==> src/rtl/core/piecewise_linear_interpolator_top_assert.svh <==
// Assertion macros for the piecewise linear interpolator.
// Each check is sampled on the rising edge of clk and is off while rst is high.
`ifndef PIECEWISE_LINEAR_INTERPOLATOR_TOP_ASSERT_SVH
`define PIECEWISE_LINEAR_INTERPOLATOR_TOP_ASSERT_SVH
`ifndef SYNTH
// The consequent must hold in the same cycle as the antecedent.
`define PLI_ASSERT_IMP(label, ante, cons) \
  label: assert property (@(posedge clk) disable iff (rst) (ante) |-> (cons)) \
    else $error("pli assertion failed");
// The consequent must hold in the cycle after the antecedent.
`define PLI_ASSERT_NXT(label, ante, cons) \
  label: assert property (@(posedge clk) disable iff (rst) (ante) |=> (cons)) \
    else $error("pli assertion failed");
`else
`define PLI_ASSERT_IMP(label, ante, cons)
`define PLI_ASSERT_NXT(label, ante, cons)
`endif
`endif

==> src/rtl/core/pli_pkg.sv <==
package pli_pkg;

  // Field widths
  localparam int DATA_W  = 32;
  localparam int INDEX_W = 6;
  localparam int CFG_W   = 7;

  // Serial multiply / divide widths: magnitudes of 33-bit differences
  localparam int MAG_W   = DATA_W + 1;
  localparam int PROD_W  = 2 * MAG_W;
  localparam int STEP_W  = $clog2(PROD_W);

  // Default table size
  localparam int TABLE_DEPTH_DEF = 64;

  // Result status codes
  typedef enum logic [1:0] {
    STAT_OK,
    STAT_FEW_POINTS,
    STAT_NO_INTERVAL,
    STAT_ZERO_WIDTH
  } pli_status_t;

  // Top-level sequencer states
  typedef enum logic [2:0] {
    PS_IDLE,
    PS_FIRST,
    PS_LOW,
    PS_LAST,
    PS_HIGH,
    PS_SCAN,
    PS_LINE,
    PS_RESULT
  } pli_state_t;

  // Line unit states
  typedef enum logic [2:0] {
    LS_IDLE,
    LS_PREP,
    LS_MUL,
    LS_DIV,
    LS_FIN
  } pli_line_state_t;

  // One breakpoint pair
  typedef struct packed {
    logic signed [DATA_W-1:0] x;
    logic signed [DATA_W-1:0] f;
  } pli_entry_t;

  // Interval and query handed to the line unit
  typedef struct packed {
    logic signed [DATA_W-1:0] x0;
    logic signed [DATA_W-1:0] x1;
    logic signed [DATA_W-1:0] f0;
    logic signed [DATA_W-1:0] f1;
    logic signed [DATA_W-1:0] q;
  } pli_line_req_t;

  // Line unit answer
  typedef struct packed {
    logic signed [DATA_W-1:0] value;
    pli_status_t              status;
  } pli_line_rsp_t;

endpackage

==> src/rtl/core/pli_line.sv <==
module pli_line (
  input  logic                   clk,
  input  logic                   rst,
  input  logic                   start,
  input  pli_pkg::pli_line_req_t req,
  output logic                   done,
  output pli_pkg::pli_line_rsp_t rsp
);
  import pli_pkg::*;

  pli_line_state_t state, state_next;

  logic signed [MAG_W-1:0]  dx, df, dq;
  logic signed [DATA_W-1:0] f0;
  logic [MAG_W-1:0]         mcand, dvsr, rem;
  logic [PROD_W-1:0]        acc;
  logic [STEP_W-1:0]        cnt;
  logic                     neg, zero_w;

  logic capture, prep, mul_en, div_en, fin;

  logic [MAG_W-1:0]         mag_df, mag_dq, mag_dx;
  logic [MAG_W:0]           mul_sum, trial, trial_diff;
  logic                     trial_ge;
  logic [MAG_W:0]           qmag;
  logic signed [MAG_W+1:0]  f0x, qx, r;
  logic signed [DATA_W-1:0] sat_val;

  // Next state
  always_comb begin
    state_next = state;
    unique case (state)
      LS_IDLE: if (start) state_next = LS_PREP;
      LS_PREP: state_next = (dx == '0) ? LS_FIN : LS_MUL;
      LS_MUL:  if (cnt == '0) state_next = LS_DIV;
      LS_DIV:  if (cnt == '0) state_next = LS_FIN;
      LS_FIN:  state_next = LS_IDLE;
      default: state_next = LS_IDLE;
    endcase
  end

  // State decode
  always_comb begin
    capture = 1'b0;
    prep    = 1'b0;
    mul_en  = 1'b0;
    div_en  = 1'b0;
    fin     = 1'b0;
    unique case (state)
      LS_IDLE: capture = start;
      LS_PREP: prep    = 1'b1;
      LS_MUL:  mul_en  = 1'b1;
      LS_DIV:  div_en  = 1'b1;
      LS_FIN:  fin     = 1'b1;
      default: capture = 1'b0;
    endcase
  end

  always_ff @(posedge clk) begin
    if (rst) begin
      state <= LS_IDLE;
      done  <= 1'b0;
    end else begin
      state <= state_next;
      done  <= fin;
    end
  end

  // Magnitudes of the differences
  assign mag_df = df[MAG_W-1] ? MAG_W'(-df) : MAG_W'(df);
  assign mag_dq = dq[MAG_W-1] ? MAG_W'(-dq) : MAG_W'(dq);
  assign mag_dx = dx[MAG_W-1] ? MAG_W'(-dx) : MAG_W'(dx);

  // Shift-add multiply step: one multiplier bit a cycle
  assign mul_sum = {1'b0, acc[PROD_W-1:MAG_W]} + (acc[0] ? {1'b0, mcand} : '0);

  // Restoring divide step: one quotient bit a cycle
  assign trial      = {rem, acc[PROD_W-1]};
  assign trial_diff = trial - {1'b0, dvsr};
  assign trial_ge   = trial >= {1'b0, dvsr};

  // Quotients of 2^33 and above saturate whatever f0 is, so clamp there
  assign qmag = (|acc[PROD_W-1:MAG_W]) ? {1'b1, {MAG_W{1'b0}}} : {1'b0, acc[MAG_W-1:0]};
  assign f0x  = {{(MAG_W+2-DATA_W){f0[DATA_W-1]}}, f0};
  assign qx   = {1'b0, qmag};
  assign r    = neg ? f0x - qx : f0x + qx;

  // Saturate to 32 bits
  always_comb begin
    if (r[MAG_W+1:DATA_W-1] == '0 || r[MAG_W+1:DATA_W-1] == '1) begin
      sat_val = r[DATA_W-1:0];
    end else if (r[MAG_W+1]) begin
      sat_val = {1'b1, {(DATA_W-1){1'b0}}};
    end else begin
      sat_val = {1'b0, {(DATA_W-1){1'b1}}};
    end
  end

  // Datapath
  always_ff @(posedge clk) begin
    if (capture) begin
      dx <= {req.x1[DATA_W-1], req.x1} - {req.x0[DATA_W-1], req.x0};
      df <= {req.f1[DATA_W-1], req.f1} - {req.f0[DATA_W-1], req.f0};
      dq <= {req.q[DATA_W-1], req.q} - {req.x0[DATA_W-1], req.x0};
      f0 <= req.f0;
    end
    if (prep) begin
      zero_w <= (dx == '0);
      mcand  <= mag_df;
      dvsr   <= mag_dx;
      acc    <= {{MAG_W{1'b0}}, mag_dq};
      neg    <= df[MAG_W-1] ^ dq[MAG_W-1] ^ dx[MAG_W-1];
      cnt    <= STEP_W'(MAG_W - 1);
    end
    if (mul_en) begin
      acc <= {mul_sum, acc[MAG_W-1:1]};
      if (cnt == '0) begin
        cnt <= STEP_W'(PROD_W - 1);
        rem <= '0;
      end else begin
        cnt <= cnt - 1'b1;
      end
    end
    if (div_en) begin
      rem <= trial_ge ? trial_diff[MAG_W-1:0] : trial[MAG_W-1:0];
      acc <= {acc[PROD_W-2:0], trial_ge};
      cnt <= cnt - 1'b1;
    end
    if (fin) begin
      if (zero_w) begin
        rsp.value  <= '0;
        rsp.status <= STAT_ZERO_WIDTH;
      end else begin
        rsp.value  <= sat_val;
        rsp.status <= STAT_OK;
      end
    end
  end

endmodule

==> config.mk <==
export PLATFORM = sky130hd
export DESIGN_NAME = pli_line
export DESIGN_NICKNAME = d
export VERILOG_FILES = /design/src/rtl/core/piecewise_linear_interpolator_top_assert.svh /design/src/rtl/core/pli_pkg.sv /design/src/rtl/core/pli_line.sv
export SDC_FILE = /design/constraint.sdc
export NUM_CORES = 1
export LEC_CHECK = 0
export BUFFER_PORTS_ARGS = -buffer_cell sky130_fd_sc_hd__buf_2
export CAP_MARGIN = 20
export CORE_ASPECT_RATIO = 0.6
export CORE_MARGIN = 5
export CORE_UTILIZATION = 48
export CTS_BUF_LIST = sky130_fd_sc_hd__clkbuf_16
export CTS_CLUSTER_SIZE = 10
export DETAILED_ROUTE_END_ITERATION = 10
export PLACE_DENSITY = 0.7
export SETUP_SLACK_MARGIN = 0.1
export SKIP_CTS_REPAIR_TIMING = 1
export SLEW_MARGIN = 0
export SYNTH_ARGS = -nofsm -noshare
export SYNTH_HDL_FRONTEND = slang
export SYNTH_SLANG_ARGS = --single-unit
==> constraint.sdc <==
create_clock -name clk -period 20.4 [get_ports clk]
set_clock_uncertainty 0.15 [all_clocks]
set_input_delay 2.04 -clock clk [delete_from_list [all_inputs] [get_ports clk]]
set_output_delay 2.04 -clock clk [all_outputs]
set_load 0.03 [all_outputs]
==> impl_metrics.toml <==
[timing]
finalHoldViolCount = 0
drv_slew = 0
max_slew_margin_pct = 27.6
final.period_utilization_pct = 36.4
fin_setup_tns_ps = 0
slew_at_the_pin_closest_to_its_max_slew_limit_ps = 1090
rsz_0062_raised_after_global_routing = "no"
period_minus_slack_ps = 7430
max_freq_mhz = 135
setup_viol_count_final = 0

[yosys]
post_synth_num_cell_types = 81
synth_enable_flop_cells = 338
ys.flop_type = "edfxtp_1"
postSynthAreaPerCell_um2 = 9.55
synth_compound_area_share_pct = 19.5
synthesized_cell_area_um2 = 25200
post_synthesis_cell_count = 2643
dominant_combinational_cell_family_by_area_after_synthesis = "compound AO/OA/AOI/OAI gates"
synth_simple_gate_area_share_pct = 14.7
yosysSeqAreaShare_pct = 40.5
async_flop_share_pct = 0
yosys.area_share.xor_xnor_pct = 9.23
synth_fp_nets = 3015
portion_of_netlist_area_occupied_by_mux_cells_pct = 1.75
synth_seq_cells = 342
synthAdderAreaFrac_pct = 10.5
synth-warning-count = 0

[setup_path]
reg2reg_depth = 20
worst_ep_arrival_ps = 7510
path_class = "reg -> reg"
timing.critical_path.cells = "nor4_1 -> nand4_1 -> nor3_2 -> buf_4 -> nand2_1 -> ha_1 -> nor2_1 -> or2_2 -> o311ai_0 -> ha_1 -> a21o_1 -> nand2b_1 -> o21ai_0 -> a21oi_1 -> a211o_1 -> a2111oi_0 -> o21ai_1 -> and3_4 -> a41oi_4 -> o21ai_0"
timing.critical_path.fanout_max = 40
critical_path_data_required_time_ps = 20480
cpPeakStageDelay_ps = 720
critical_path_cell_count = 20
crit_slowest_cell = "a41oi_4"
setup.worst_path.end_class = "flop"
path_buf_inv = 1
startpoint_type = "flop"
path_delay_family = "compound AO/OA/AOI/OAI gates"

[power_and_ir_drop]
p_leak_nw = 11.4
ir_worst_vdd_uv = 56.2
p_per_area_nw_per_um2 = 80.1

[grt]
grt_pass1_vias = 19600
grt_pass1_wl_um = 109000
number_of_antenna_violations_at_the_first_check_in_global_routing = 1
aggregate_global_routing_overflow = 0
globalRouteTotalUtil_pct = 23.2
largest_net_degree_at_the_start_of_global_routing = 68

[layout]
register_area_um2 = 10200
final_common_cell = "edfxtp_1"
fill_cells = 4618
layout.nets = 3199
final_cell_area_um2 = 28100
multi_input_area_um2 = 14100
layout_common_cells = "edfxtp_1, a21oi_1, nor2_1"
diodes_inserted = 0
post_route_cells_drive_above_1_share_pct = 10.8
area_growth_syn_to_layout_pct = 11.5

[die]
die_area_um2 = 57400
initial_utilization_pct = 48.3
die-height_um = 188
site_row_count = 65
placeable_core_region_um2 = 52300
chipWidth_um = 306
io_pins = 198

[clock_tree]
numClockSinks = 342
clock-root-buffer = "clkbuf_16"
worst_skew_pair.late_latency_ps = 550
cts-buffers-inserted = 41
cts_tree = "built"
max-clock-path-buffers = 3
clk_transition_reported_paths_ps = 50
cts-htree-levels = 2

[route]
route.vias.total = 20900
drtPass1Iterations = 6
drt_drc_violations_left = 0
ant_nets = 0
avgRoutedWirePerCell_um = 19.4
routed_wire_length_um = 68900
drtIter0Drc = 1975
vias_per_cell = 5.90

[placed_design]
postPlaceCellArea_um2 = 27000
place_hpwl_um = 53200
number_of_input_and_output_port_buffers_inserted = 197
routabilityCongestion = 0.962

[hold_path]
whs_path_depth = 0
hp-class = "reg -> reg"

[status]
status = "finished, final reports clean"

[job]
max_cap_viol_count = 0
==> per-stage QoR <==
| stage | hold WS, ps | total power, mW | cells | util, % | setup slack, ps |
|---|---|---|---|---|---|
| after global routing | 450 | 2.37 | 3544 | 53.8 | 12290 |
| after floorplan | 301 | 1.44 | 2643 | - | 4070 |
| after global placement | 418 | 1.59 | 3486 | 51.6 | 13280 |
| final | 412 | 2.26 | 3544 | 53.8 | 12970 |
| after detailed placement | 392 | 1.61 | 3486 | 51.6 | 13070 |
| after CTS | 409 | 2.26 | 3543 | 53.8 | 13050 |
==> registers in the layout, summed over array words and instances (netlist names) <==
signal,count
zero_w,1
dq,33
neg,1
acc,66
rem,33
dvsr,33
cnt,7
rsp,33
dx,33
df,33
mcand,33
f0,32
done,1
state,3
==> final timing paths <==
path                               from      end  slack, ps
worst max register to register  acc[54]  rsp[19]      12970
worst max-delay path            acc[54]  rsp[19]      12970
worst min-delay path              dx[0]  dvsr[0]        410
worst min register to register    dx[0]  dvsr[0]        410
==> metal layers <==
metal	track usage (%)	share of wire, %	vias up
met5	0	0	-
met4	3.49	1.3	0
met3	4.11	7.6	71
met2	33.8	42	755
met1	36.6	49	10000
li1	-	-	10100
==> area by class of cell <==
cell class	count	area share, %
Inverter	170	2.27
Tap cell	703	3.12
Sequential cell	342	36.3
Multi-Input combinational cell	2053	50.1
Timing Repair Buffer	219	4.12
Clock buffer	42	3.73
Clock inverter	15	0.267
==> cells by family after synthesis <==
group / Yosys count
AND/OR/NAND/NOR: 769
buffers and inverters: 248
adder cells (fa/ha/maj): 209
XOR/XNOR: 266
multiplexers: 44
AO/OA/AOI/OAI: 765
flip-flops: 342
==> cells in the mapped netlist, types with 5 or more instances <==
cell type	n	area, um2
o21a_1	38	285
a21o_1	85	638
xor2_1	82	718
a21boi_0	11	82.6
buf_1	10	37.5
inv_1	170	638
or3_1	31	194
a31o_2	5	43.8
nor2b_1	24	150
o21ai_0	134	671
o41ai_1	19	166
o31ai_1	38	285
o311ai_0	10	87.6
nor3_1	43	215
mux2i_1	42	420
a211o_1	9	78.8
a21oi_1	239	1200
nand2_1	199	747
nor4b_1	6	52.6
nand3b_1	7	52.6
a211oi_1	20	150
ha_1	203	2540
or2_2	13	81.3
and3_1	27	169
or4_1	13	97.6
o21bai_1	30	225
nand2b_1	32	200
fa_1	6	120
nor4_1	23	144
o31a_1	9	78.8
nor2_1	234	878
nand3_1	42	210
a22o_1	9	78.8
clkbuf_1	62	233
o211ai_1	10	75.1
nand4_1	16	100
xnor2_1	184	1610
edfxtp_1	338	10100
o21ai_1	23	115
and2_1	45	282
a31oi_1	25	156
==> power breakdown <==
part	total (mW)	leakage [nW]	switching [mW]	internal (mW)
Clock	0.649	0.584	0.283	0.366
Sequential	0.957	3.22	0.0674	0.889
Combinational	0.650	7.63	0.387	0.264
Total	2.26	11.4	0.737	1.52
Note: power is estimated with default switching activity, not from simulation.
